## src/top_rate_unchoke_selector_assert.svh

```systemverilog
// Assertion macros used by the rate unchoke selector top level
`ifndef TOP_RATE_UNCHOKE_SELECTOR_ASSERT_SVH
`define TOP_RATE_UNCHOKE_SELECTOR_ASSERT_SVH

// same-cycle implication, gated by reset
`define TRUS_ASSERT_IMPL(lbl, ante, cons, msg) \
  lbl: assert property (@(posedge clk) disable iff (!rst_n) (ante) |-> (cons)) \
    else $error(msg);

// next-cycle implication, gated by reset
`define TRUS_ASSERT_NEXT(lbl, ante, cons, msg) \
  lbl: assert property (@(posedge clk) disable iff (!rst_n) (ante) |=> (cons)) \
    else $error(msg);

`endif

```

## src/trus_pkg.sv

```systemverilog
// Types and constants of the rate unchoke selector
package trus_pkg;

  localparam int ID_W     = 16;
  localparam int RATE_W   = 32;
  localparam int CFG_IDX_W = 1;

  typedef logic [ID_W-1:0]   peer_id_t;
  typedef logic [RATE_W-1:0] rate_t;

  localparam logic [CFG_IDX_W-1:0] REG_UP_LIMIT   = 1'd0;
  localparam logic [CFG_IDX_W-1:0] REG_DOWN_LIMIT = 1'd1;

  localparam rate_t UP_LIMIT_RST   = 32'd51200;
  localparam rate_t DOWN_LIMIT_RST = 32'd103;

  typedef enum logic [1:0] {
    ST_IDLE,
    ST_EVAL,
    ST_SCAN,
    ST_EMIT
  } state_t;

  // broadcast to every cell
  typedef struct packed {
    logic     mark_seen;
    logic     commit;
    peer_id_t probe_id;
    peer_id_t wr_id;
    rate_t    wr_rate;
  } cell_ctl_t;

  // state and match flags of one cell
  typedef struct packed {
    logic     cand_v;
    peer_id_t cand_id;
    rate_t    cand_rate;
    logic     held_v;
    peer_id_t held_id;
    logic     seen;
    logic     held_hit;
    logic     cand_hit;
  } cell_stat_t;

endpackage

```

## src/trus_cell.sv

```systemverilog
// One slot: candidate entry, held entry, seen flag and a stage of the min-rate chain
module trus_cell (
  input  logic                  clk,
  input  logic                  rst_n,
  input  trus_pkg::cell_ctl_t   ctl,
  input  logic                  load,
  input  trus_pkg::rate_t       min_in,
  output trus_pkg::rate_t       min_out,
  output trus_pkg::cell_stat_t  stat
);
  import trus_pkg::*;

  logic     cand_v_r, cand_v_nxt;
  peer_id_t cand_id_r, cand_id_nxt;
  rate_t    cand_rate_r, cand_rate_nxt;
  logic     held_v_r, held_v_nxt;
  peer_id_t held_id_r, held_id_nxt;
  logic     seen_r, seen_nxt;
  rate_t    min_r, min_nxt;
  logic     held_hit, cand_hit;

  assign held_hit = held_v_r && (held_id_r == ctl.probe_id);
  assign cand_hit = cand_v_r && (cand_id_r == ctl.probe_id);

  always_comb begin
    cand_v_nxt    = cand_v_r;
    cand_id_nxt   = cand_id_r;
    cand_rate_nxt = cand_rate_r;
    held_v_nxt    = held_v_r;
    held_id_nxt   = held_id_r;
    seen_nxt      = seen_r;
    if (ctl.commit) begin
      held_v_nxt    = cand_v_r;
      held_id_nxt   = cand_id_r;
      cand_v_nxt    = 1'b0;
      cand_id_nxt   = '0;
      cand_rate_nxt = '0;
      seen_nxt      = 1'b0;
    end else begin
      if (ctl.mark_seen && held_hit) begin
        seen_nxt = 1'b1;
      end
      if (load) begin
        cand_v_nxt    = 1'b1;
        cand_id_nxt   = ctl.wr_id;
        cand_rate_nxt = ctl.wr_rate;
      end
    end
  end

  // running minimum handed on to the next cell every cycle
  assign min_nxt = (cand_rate_r < min_in) ? cand_rate_r : min_in;

  always_ff @(posedge clk) begin
    if (!rst_n) begin
      cand_v_r <= 1'b0;
      held_v_r <= 1'b0;
      seen_r   <= 1'b0;
    end else begin
      cand_v_r <= cand_v_nxt;
      held_v_r <= held_v_nxt;
      seen_r   <= seen_nxt;
    end
  end

  always_ff @(posedge clk) begin
    cand_id_r   <= cand_id_nxt;
    cand_rate_r <= cand_rate_nxt;
    held_id_r   <= held_id_nxt;
    min_r       <= min_nxt;
  end

  assign min_out = min_r;

  always_comb begin
    stat.cand_v    = cand_v_r;
    stat.cand_id   = cand_id_r;
    stat.cand_rate = cand_rate_r;
    stat.held_v    = held_v_r;
    stat.held_id   = held_id_r;
    stat.seen      = seen_r;
    stat.held_hit  = held_hit;
    stat.cand_hit  = cand_hit;
  end

endmodule

```

## src/top_rate_unchoke_selector.sv

```systemverilog
// Top level: rate unchoke selector, a row of slot cells under a small sequencer
// Item without close: accepted in idle, then evaluated. Replacement in a full set adds
// a scan state while the min-rate chain through the cells settles.
// Close item: an emit pass over the candidate and held positions after evaluation (and
// any scan), held by any output stall; results are registered.
// Reset: synchronous, active low; clears both sets, seen flags, limits to defaults.
module top_rate_unchoke_selector #(
  parameter int SLOTS = 4
) (
  input  logic                              clk,
  input  logic                              rst_n,
  input  logic                              in_valid,
  output logic                              in_ready,
  input  trus_pkg::peer_id_t                in_peer_id,
  input  trus_pkg::rate_t                   in_down_rate,
  input  trus_pkg::rate_t                   in_up_rate,
  input  logic                              in_eligible,
  input  logic                              in_peer_valid,
  input  logic                              in_last_peer,
  output logic                              out_valid,
  input  logic                              out_ready,
  output trus_pkg::peer_id_t                out_target_id,
  output logic                              out_unchoke,
  output logic                              out_final_change,
  input  logic                              cfg_we,
  input  logic [trus_pkg::CFG_IDX_W-1:0]    cfg_index,
  input  trus_pkg::rate_t                   cfg_wdata
);
  import trus_pkg::*;
  `include "top_rate_unchoke_selector_assert.svh"

  localparam int CNT_W = $clog2(SLOTS + 1);
  localparam int NPOS  = 2 * SLOTS;
  localparam int POS_W = $clog2(NPOS + 1);
  localparam int IDX_W = $clog2(NPOS);
  localparam logic [CNT_W-1:0] SCAN_END = CNT_W'(SLOTS);
  localparam logic [POS_W-1:0] POS_END  = POS_W'(NPOS);

  state_t state_r, state_nxt;
  logic [CNT_W-1:0] cnt_r, cnt_nxt;
  logic [POS_W-1:0] pos_r, pos_nxt;

  rate_t up_limit_r, down_limit_r;

  peer_id_t id_r;
  rate_t    down_r, up_r;
  logic     elig_r, pvalid_r, last_r;

  logic     out_valid_r;
  peer_id_t out_id_r;
  logic     out_unch_r, out_final_r;

  cell_ctl_t  ctl;
  cell_stat_t stat [SLOTS];
  rate_t      chain [SLOTS+1];
  logic [SLOTS-1:0] load_sel;
  logic [SLOTS-1:0] cand_v_vec, held_v_vec, seen_vec;

  logic any_held_hit, any_cand_hit, forced, compete, full, replace;
  logic [SLOTS-1:0] first_empty, first_min;
  logic [NPOS-1:0]  flags;
  peer_id_t         ids_all [NPOS];
  logic [IDX_W-1:0] pos_idx;
  logic             later;
  logic             fire_in, do_load, do_replace, out_load, commit;

  assign fire_in = in_valid && in_ready;

  // configuration
  always_ff @(posedge clk) begin
    if (!rst_n) begin
      up_limit_r   <= UP_LIMIT_RST;
      down_limit_r <= DOWN_LIMIT_RST;
    end else if (cfg_we) begin
      case (cfg_index)
        REG_UP_LIMIT:   up_limit_r   <= cfg_wdata;
        REG_DOWN_LIMIT: down_limit_r <= cfg_wdata;
        default: ;
      endcase
    end
  end

  // captured item
  always_ff @(posedge clk) begin
    if (fire_in) begin
      id_r     <= in_peer_id;
      down_r   <= in_down_rate;
      up_r     <= in_up_rate;
      elig_r   <= in_eligible;
      pvalid_r <= in_peer_valid;
      last_r   <= in_last_peer;
    end
  end

  // cell row
  assign chain[0] = '1;
  for (genvar g = 0; g < SLOTS; g++) begin : g_cell
    trus_cell u_cell (
      .clk     (clk),
      .rst_n   (rst_n),
      .ctl     (ctl),
      .load    (load_sel[g]),
      .min_in  (chain[g]),
      .min_out (chain[g+1]),
      .stat    (stat[g])
    );
    assign cand_v_vec[g] = stat[g].cand_v;
    assign held_v_vec[g] = stat[g].held_v;
    assign seen_vec[g]   = stat[g].seen;
  end

  // per-item decision
  always_comb begin
    any_held_hit = 1'b0;
    any_cand_hit = 1'b0;
    for (int i = 0; i < SLOTS; i++) begin
      any_held_hit = any_held_hit | stat[i].held_hit;
      any_cand_hit = any_cand_hit | stat[i].cand_hit;
    end
  end

  assign forced  = any_held_hit && (up_r > up_limit_r) && (down_r < down_limit_r);
  assign compete = pvalid_r && elig_r && !forced && !any_cand_hit;
  assign full    = &cand_v_vec;
  assign replace = down_r >= chain[SLOTS];

  always_comb begin
    logic found_e, found_m;
    found_e = 1'b0;
    found_m = 1'b0;
    first_empty = '0;
    first_min   = '0;
    for (int i = 0; i < SLOTS; i++) begin
      if (!found_e && !stat[i].cand_v) begin
        first_empty[i] = 1'b1;
        found_e = 1'b1;
      end
      if (!found_m && (stat[i].cand_rate == chain[SLOTS])) begin
        first_min[i] = 1'b1;
        found_m = 1'b1;
      end
    end
  end

  // change flags for the close: unchokes in slot order, then chokes in held order
  always_comb begin
    logic hit_h, hit_c;
    for (int i = 0; i < SLOTS; i++) begin
      hit_h = 1'b0;
      hit_c = 1'b0;
      for (int j = 0; j < SLOTS; j++) begin
        hit_h = hit_h | (stat[j].held_v && (stat[j].held_id == stat[i].cand_id));
        hit_c = hit_c | (stat[j].cand_v && (stat[j].cand_id == stat[i].held_id));
      end
      flags[i]         = stat[i].cand_v && !hit_h;
      flags[SLOTS + i] = stat[i].held_v && stat[i].seen && !hit_c;
      ids_all[i]         = stat[i].cand_id;
      ids_all[SLOTS + i] = stat[i].held_id;
    end
  end

  assign pos_idx = pos_r[IDX_W-1:0];

  always_comb begin
    later = 1'b0;
    for (int k = 0; k < NPOS; k++) begin
      later = later | (flags[k] && (POS_W'(k) > pos_r));
    end
  end

  // next state
  always_comb begin
    state_nxt = state_r;
    case (state_r)
      ST_IDLE: begin
        if (fire_in) state_nxt = ST_EVAL;
      end
      ST_EVAL: begin
        if (compete && full) state_nxt = ST_SCAN;
        else if (last_r)     state_nxt = ST_EMIT;
        else                 state_nxt = ST_IDLE;
      end
      ST_SCAN: begin
        if (cnt_r == SCAN_END) state_nxt = last_r ? ST_EMIT : ST_IDLE;
      end
      ST_EMIT: begin
        if (pos_r == POS_END) state_nxt = ST_IDLE;
      end
      default: state_nxt = ST_IDLE;
    endcase
  end

  // outputs of the sequencer
  always_comb begin
    in_ready   = 1'b0;
    do_load    = 1'b0;
    do_replace = 1'b0;
    out_load   = 1'b0;
    commit     = 1'b0;
    cnt_nxt    = '0;
    pos_nxt    = '0;
    case (state_r)
      ST_IDLE: begin
        in_ready = 1'b1;
      end
      ST_EVAL: begin
        do_load = compete && !full;
      end
      ST_SCAN: begin
        if (cnt_r == SCAN_END) begin
          do_replace = replace;
        end else begin
          cnt_nxt = cnt_r + 1'b1;
        end
      end
      ST_EMIT: begin
        pos_nxt = pos_r;
        if (pos_r == POS_END) begin
          commit = 1'b1;
        end else if (!flags[pos_idx]) begin
          pos_nxt = pos_r + 1'b1;
        end else if (!out_valid_r || out_ready) begin
          out_load = 1'b1;
          pos_nxt  = pos_r + 1'b1;
        end
      end
      default: ;
    endcase
  end

  always_comb begin
    ctl.mark_seen = (state_r == ST_EVAL) && pvalid_r;
    ctl.commit    = commit;
    ctl.probe_id  = id_r;
    ctl.wr_id     = id_r;
    ctl.wr_rate   = down_r;
    load_sel = do_load ? first_empty : (do_replace ? first_min : '0);
  end

  always_ff @(posedge clk) begin
    if (!rst_n) begin
      state_r     <= ST_IDLE;
      cnt_r       <= '0;
      pos_r       <= '0;
      out_valid_r <= 1'b0;
    end else begin
      state_r <= state_nxt;
      cnt_r   <= cnt_nxt;
      pos_r   <= pos_nxt;
      if (out_load)       out_valid_r <= 1'b1;
      else if (out_ready) out_valid_r <= 1'b0;
    end
  end

  always_ff @(posedge clk) begin
    if (out_load) begin
      out_id_r    <= ids_all[pos_idx];
      out_unch_r  <= (pos_r < POS_W'(SLOTS));
      out_final_r <= !later;
    end
  end

  assign out_valid        = out_valid_r;
  assign out_target_id    = out_id_r;
  assign out_unchoke      = out_unch_r;
  assign out_final_change = out_final_r;

  `TRUS_ASSERT_IMPL(a_cand_prefix, 1'b1, ((cand_v_vec >> 1) & ~cand_v_vec) == '0, "cand gap")
  `TRUS_ASSERT_IMPL(a_held_prefix, 1'b1, ((held_v_vec >> 1) & ~held_v_vec) == '0, "held gap")
  `TRUS_ASSERT_NEXT(a_commit_clear, commit, (cand_v_vec == '0) && (seen_vec == '0),
                    "commit left state")
  `TRUS_ASSERT_NEXT(a_accept_eval, fire_in, state_r == ST_EVAL, "item not evaluated")
  `TRUS_ASSERT_IMPL(a_load_onehot, 1'b1, $onehot0(load_sel), "multiple slot writes")

endmodule

```

## config.mk

```make
export PLATFORM = sky130hd
export DESIGN_NAME = top_rate_unchoke_selector
export DESIGN_NICKNAME = d
export VERILOG_FILES = /design/src/trus_pkg.sv /design/src/trus_cell.sv /design/src/top_rate_unchoke_selector.sv
export VERILOG_INCLUDE_DIRS = /design/src /design/src/src
export SDC_FILE = /design/constraint.sdc
export NUM_CORES = 2
export LEC_CHECK = 0
export BUFFER_PORTS_ARGS = -buffer_cell sky130_fd_sc_hd__buf_2
export CORE_UTILIZATION = 40
export DETAILED_ROUTE_END_ITERATION = 12
export PLACE_DENSITY_LB_ADDON = 0.05
export SKIP_LAST_GASP = 1
export SLEW_MARGIN = 30
export SYNTH_ARGS = -nofsm -noshare
export SYNTH_HDL_FRONTEND = slang
export SYNTH_SLANG_ARGS = --single-unit
export TNS_END_PERCENT = 100
```

## constraint.sdc

```tcl
create_clock -name clk -period 3.66 [get_ports clk]
set_input_delay 0.183 -clock clk [delete_from_list [all_inputs] [get_ports clk]]
set_output_delay 0.183 -clock clk [all_outputs]
set_load 0.02 [all_outputs]
```

After elaboration in Yosys (flattened, before gate mapping)
Cells that the tools add are included.
Storage, ports and cells
  bits of input ports: 121
  register bits: 571
  output and inout bits: 20
  logic and storage cells: 311
Operators by class
  order comparisons: 18
  mux-type cells: 42
  equal/unequal tests: 53
  bitwise gates (word level): 42
  add/sub/neg operators: 2
  reductions and logical operators: 111
Operators by type and width (number)
  == test 16 bit: 40
  == test 32 bit: 4
  less-than comparator 32 bit: 4
  two-way mux 32 bit: 3
  logical AND 1 bit: 79
  binary-select mux 16 bit (select 3 bit): 1
  OR 1 bit: 37
  >= comparator 32 bit: 1
  > comparator 32 bit: 1
  less-than comparator 32 bit (second input constant): 1
  two-way mux 16 bit: 2
  two-way mux 1 bit: 25
  logical NOT 1 bit: 21
  > comparator 3 x 4 -> 1 bit (first input constant): 4
  two-way mux 4 bit: 4
  two-way mux 2 bit: 5
  > comparator 1 x 4 -> 1 bit (first input constant): 2
  > comparator 2 x 4 -> 1 bit (first input constant): 2
  case mux 2 bit (4 select lines): 1
  AND reduction 2 bit: 4
  != test 2 bit (second input constant): 3
  adder 4 x 1 -> 4 bit (second input constant): 1
  == test 2 bit (second input constant): 2
  == test 4 bit (second input constant): 1
  17 further kinds: 20

Longest topological paths before layout
  depth after elaboration: 16
  gate-level depth with buffers: 15
  depth with buffers taken out: 12

By module
From an unflattened synthesis, not the netlist that was laid out.
Unflattened totals
  cells, all modules: 3623
  area, all modules: 34237.8 um2
Modules (own cells, without submodules)
  top_rate_unchoke_selector: seq. area each 4514.3 um2, area each 14610.3 um2, cells an instance 1633, times used 1
  trus_cell (g_cell[1].u_cell ...): seq. area each 2142.1 um2, area each 5057.4 um2, cells an instance 527, times used 2
  trus_cell (g_cell[3].u_cell): seq. area each 2142.1 um2, area each 5049.8 um2, cells an instance 529, times used 1
  trus_cell (g_cell[0].u_cell): seq. area each 2142.1 um2, area each 4463.0 um2, cells an instance 407, times used 1

Worst setup path before layout
OpenSTA, ideal clock, no wires.
  path kind: flip-flop to flip-flop
  start: reg pos_r[0]
  end: reg g_cell[0].u_cell.held_id_r[0], enable pin
  slack: 114 ps
  period minus slack after synthesis: 3546 ps
  arrival time: 3092 ps
  path buffers: 1
  cell stages (with the launch flop): 7
  required time: 3206 ps
  setup time: 454 ps
  cell sequence: dfxtp_1 inv_1 ha_1 and3_1 nand3_1 inv_1 clkbuf_1
Between the ends
  longest elaborated chain between the ends: 3
RTL lines
  start: declaration: line top_rate_unchoke_selector.sv:41  | logic [POS_W-1:0] pos_r, pos_nxt;
  start signal: assignment: line top_rate_unchoke_selector.sv:249  | pos_r <= pos_nxt;
  == test 4 bit: line top_rate_unchoke_selector.sv:218  | if (pos_r == POS_END) begin
  two-way mux 1 bit: line top_rate_unchoke_selector.sv:218
  two-way mux 1 bit: line top_rate_unchoke_selector.sv:202  | case (state_r)
  net commit: line top_rate_unchoke_selector.sv:65  | logic fire_in, do_load, do_replace, out_load, commit;
  end signal: assignment: line trus_cell.sv:69  | held_id_r <= held_id_nxt;
  end: declaration: line trus_cell.sv:17  | peer_id_t held_id_r, held_id_nxt;
The timed path passes the listed nets, and every way through them passes these cells.
A chain may end at the register's enable or synchronous reset.

Worst setup path after layout
  start: reg g_cell[2].u_cell.cand_id_r[15]
  end: reg out_id_r[13] (netlist: out_target_id[13]), enable pin
Between the ends
  longest elaborated chain between the ends: 12
  elaborated cells between the ends (all ways): 42
  classes of those cells: eq/ne (8); mux (5); bitwise (11); reduce/logical (18)
RTL lines
  start: declaration: line trus_cell.sv:14  | peer_id_t cand_id_r, cand_id_nxt;
  start signal: assignment: line trus_cell.sv:67  | cand_id_r <= cand_id_nxt;
  == test 16 bit: line top_rate_unchoke_selector.sv:152, top_rate_unchoke_selector.sv:153
  logical AND 1 bit: line top_rate_unchoke_selector.sv:152  | hit_h = hit_h | (stat[j].held_v && (stat[j].held_id == stat[i].cand_id));
  OR 1 bit (3 in a row): line top_rate_unchoke_selector.sv:152
  logical NOT 1 bit: line top_rate_unchoke_selector.sv:155  | flags[i] = stat[i].cand_v && !hit_h;
  logical AND 1 bit: line top_rate_unchoke_selector.sv:155
  binary-select mux 1 bit (select 3 bit) (*): line top_rate_unchoke_selector.sv:220  | end else if (!flags[pos_idx]) begin
  two-way mux 1 bit (implied by the code) (*): line top_rate_unchoke_selector.sv:220
  two-way mux 1 bit (*): line top_rate_unchoke_selector.sv:220
  two-way mux 1 bit (*): line top_rate_unchoke_selector.sv:218
  two-way mux 1 bit (*): line top_rate_unchoke_selector.sv:202
  net out_load: line top_rate_unchoke_selector.sv:65
  end signal: assignment: line top_rate_unchoke_selector.sv:257  | out_id_r <= ids_all[pos_idx];
  end: declaration: line top_rate_unchoke_selector.sv:50  | peer_id_t out_id_r;
The timed path passes the listed nets; every way through them passes the cells marked *. The select of a mux whose other input is x is not followed.

==> impl_metrics.yaml <==
drt:
  antenna_left: 0
  num_vias: 24024
  routedWlPerCell_um: 25.30
  dr.pass1.iters: 6
  met2WireLength_um: 54470
  viasPerCell: 5.384
  highest_layer: "met4"
  drc_errors: 0
  wl_met3_um: 5624
  drt_wl_total_um: 112900
  met1Wirelength_um: 48000
  drt_first_iter_violations: 2086
placed_design:
  portBuffers: 140
  dpl_worst_slack_ns: 0.09508
  dpl_cell_area_um2: 33090
  globalplace.congestion: 0.9982
  dp_hpwl_um: 84590
hold_path:
  hp-start: "cfg_index"
  hold_class: "primary input to register"
  worstHoldEndpoint: "up_limit_r[27]"
  hold_depth: 4
synth:
  synth_top_flop_cell: "dfxtp_1"
  async_reset_ff_frac: 0
  syn_inst: 3206
  ys_warn_count: 0
  syn_area_um2: 31020
  synth_edf_count: 165
  synth_nets: 3520
  syn_avg_cell_area_um2: 9.677
  synth_cell_types: 58
  synth_seq_cells: 571
  seq_area_frac_synth: 0.4217
setup_path:
  crit_fanout: 18
  cp_data_required_time_ns: 4.02
  slowest_delay_ns: 0.71
  r2r_start: "g_cell[2].u_cell.cand_id_r[15]"
  cp-start-kind: "register"
  worstReg2RegEnd: "out_target_id[13]"
  setup.worst_path.end_class: "register"
  critical-path-top-delay-family: "simple AND/OR/NAND/NOR gates"
  crit_chain: "buf_4 > xnor2_1 > nand4_1 > nor4_1 > buf_4 > a222oi_1 > a32oi_1 > o211ai_1 > a211o_1 > nand4_1 > nor2_1 > buf_12"
  crit_arrival_ns: 3.89
  cp_num_buf_inv: 3
  reg2reg_depth: 12
  rrSetupSlack_ns: 0.13
  critical-path-slowest-cell: "dfxtp_1"
  path_class: "register to register"
floorplan:
  initial_utilization: 0.4065
  die_x_um: 280.5
  dieArea_um2: 78680
  core_um2: 76330
  rows: 101
  io_pins: 141
  fp.dieH_um: 280.5
sta:
  clock_skew_ns: 0.02596
  max_freq_ghz: 0.2830
  rsz0062_at_grt: "true"
  hold_slack_ns: 0.06078
  hold_viol: 0
  post-route-min-period_ns: 3.534
  maxSlewViolCount: 0
  setup-violations-final: 0
  setup_ws_ns: 0.1260
  worstMarginPinSlew_ns: 0.9348
  final.period_utilization: 0.9656
  relSlewSlack: 0.3768
cts:
  worstSkewPairLatency_ns: 0.62
  htreeDepth: 3
  clk_path_buf_depth: 3
  cts-root-buf: "clkbuf_16"
  clkTransAtPathRegs_ns: 0.06
  cts_tree: "done"
  numCtsBuffers: 69
  cts.sinks: 571
finish:
  layout-drive-gt1-share: 0.1661
  area_growth_pct: 18.28
  finish.instance_area_um2: 36700
  n_fill_cell: 7347
  final_nets: 3689
global_routing:
  grt_pass1_wl_um: 164900
  antenna_found_initial: 1
  grt_use_total: 0.2868
  grt_max_degree: 171
  grt_pass1_vias: 24213
  grt_overflow_total: 0
job:
  maxCapViolations: 0
pwr:
  vdd_drop_max_v: 0.0007614
  pwr_density_cell_nw_per_um2: 546.8
  power_leakage_uw: 0.01395
outcome:
  run_status: "finished clean"
## power breakdown
group          switching [uW]  internal, uW
combinational            2660          2180
clock                    2890          4290
sequential                822          7220
## per-stage QoR
| stage | setup TNS [ns] | util | cells | power [uW] |
|---|---|---|---|---|
| 6_report | 0 | 0.4808 | 4462 | 20070 |
| 4_1_cts | 0 | 0.4800 | 4458 | 20170 |
| 3_5_place_dp | 0 | 0.4335 | 4214 | 12860 |
| 2_1_floorplan | 0 | - | 3206 | 11020 |
| 3_3_place_gp | 0 | 0.4329 | 4212 | 12800 |
| 5_1_grt | -0.003634 | 0.4808 | 4462 | 20890 |
## synthesized netlist by cell type, types with 3 or more instances
cell type | n | area (um2)
a22oi_1 | 4 | 30.03
clkbuf_1 | 194 | 728.2
nand4_1 | 142 | 888.4
and3_1 | 4 | 25.02
inv_1 | 244 | 915.9
nor2b_1 | 18 | 112.6
mux4_2 | 16 | 360.4
and2_1 | 4 | 25.02
a222oi_1 | 6 | 60.06
a21oi_1 | 61 | 305.3
o31ai_1 | 36 | 270.3
buf_6 | 16 | 180.2
ha_1 | 193 | 2415
dfxtp_1 | 406 | 8128
o21ai_0 | 196 | 980.9
xor2_1 | 76 | 665.6
nor3_1 | 21 | 105.1
buf_2 | 97 | 485.5
nor2_1 | 54 | 202.7
edfxtp_1 | 165 | 4955
mux2_4 | 30 | 450.4
nand2b_1 | 12 | 75.07
a221oi_1 | 21 | 183.9
a211oi_1 | 11 | 82.58
or3_1 | 3 | 18.77
mux2i_1 | 3 | 30.03
a21boi_0 | 60 | 450.4
o21a_1 | 9 | 67.56
nor4_1 | 47 | 294.0
a211o_1 | 4 | 35.03
nand3_1 | 220 | 1101
o21ai_1 | 12 | 60.06
and4_1 | 3 | 26.28
nand2_1 | 189 | 709.4
a21o_1 | 55 | 412.9
mux2_2 | 83 | 934.7
buf_1 | 9 | 33.78
xnor2_1 | 437 | 3827
buf_4 | 8 | 60.06
a21oi_2 | 4 | 35.03
o211ai_1 | 13 | 97.59
## cells in the final DEF, fill, tap and decap left out, types with 46 or more instances in the layout
cell type and count:
o21ai_0 196, a21boi_0 60, a21oi_1 61, dlygate4sd3_1 117, nor2_1 54, buf_4 146
a21o_1 55, clkbuf_16 70, edfxtp_1 165, dfxtp_1 405, nand3_1 219, nand4_1 142
ha_1 193, nand2_1 188, buf_2 140, xnor2_1 437, xor2_1 76, mux2_2 83
inv_1 243, nor4_1 46
## cell type report
class | instances | area, um2 | area share
tap | 1030 | 1289 | 0.03512
clock buffer | 92 | 1954 | 0.05326
antenna | 1 | 2.502 | 0.00006819
sequential | 571 | 13080 | 0.3566
multi-input combinational | 2065 | 15630 | 0.4260
inverter | 244 | 918.4 | 0.02503
clock inverter | 35 | 426.7 | 0.01163
timing repair buffer | 424 | 3388 | 0.09233
## how the worst max path moves through the flow
| stage | from | end | cells past startpoint |
|---|---|---|---|
| 4_1_cts | g_cell[1].u_cell.cand_id_r[3] | out_target_id[13] | 12 |
| 6_report | g_cell[2].u_cell.cand_id_r[15] | out_target_id[13] | 12 |
| 3_5_place_dp | g_cell[1].u_cell.cand_id_r[3] | out_target_id[14] | 12 |
| 5_1_grt | g_cell[3].u_cell.min_out[16] | g_cell[2].u_cell.cand_rate_r[31] | 12 |
| 3_3_place_gp | g_cell[1].u_cell.cand_id_r[3] | out_target_id[13] | 12 |
| 2_1_floorplan | pos_r[0] | g_cell[0].u_cell.held_id_r[0] | 6 |
## worst register-to-register path: cells and delay by family, from the launching register on
kind / cells / cell delay (ns)
xor+xnor: 1 / 0.10
buf+inv: 3 / 0.64
compound gates: 4 / 0.77
simple gates: 4 / 1.04
flops: 1 / 0.71
## what timing repair did
item,in CTS,in global routing
setup buffers,0,3
gates resized for setup,0,5
endpoints found under the hold margin,155,0
hold buffers,117,0
setup endpoints to repair,0,117
## metal layers
metal  vias to the layer above  track usage
li1                      11372            -
met1                     11653       0.3638
met2                       778       0.4917
met3                       221      0.03622
met4                         0       0.1148
met5                         -            0
## registers in the layout (all words and copies together) (netlist names), 2 cells and up
register,cells
up_limit_r,32
state_r,2
g_cell.u_cell.min_out,128
cnt_r,3
out_target_id,16
g_cell.u_cell.cand_id_r,64
g_cell.u_cell.seen_r,4
g_cell.u_cell.held_id_r,64
down_r,32
g_cell.u_cell.cand_v_r,4
pos_r,4
g_cell.u_cell.held_v_r,4
down_limit_r,32
g_cell.u_cell.cand_rate_r,128
up_r,32
id_r,16
## cells by family (layout without fill, tap and decap cells)
kind of cell    Yosys count  count (layout)  synth area share
simple gates            722             722            0.1172
buf+inv                 570             795           0.07779
other cells               0               1                 0
mux                     132             132           0.05723
compound gates          504             504            0.1032
fa+ha+maj               194             194           0.07816
flops                   571             571            0.4217
xor+xnor                513             513            0.1448
Note: power is estimated with default switching activity, not from simulation.
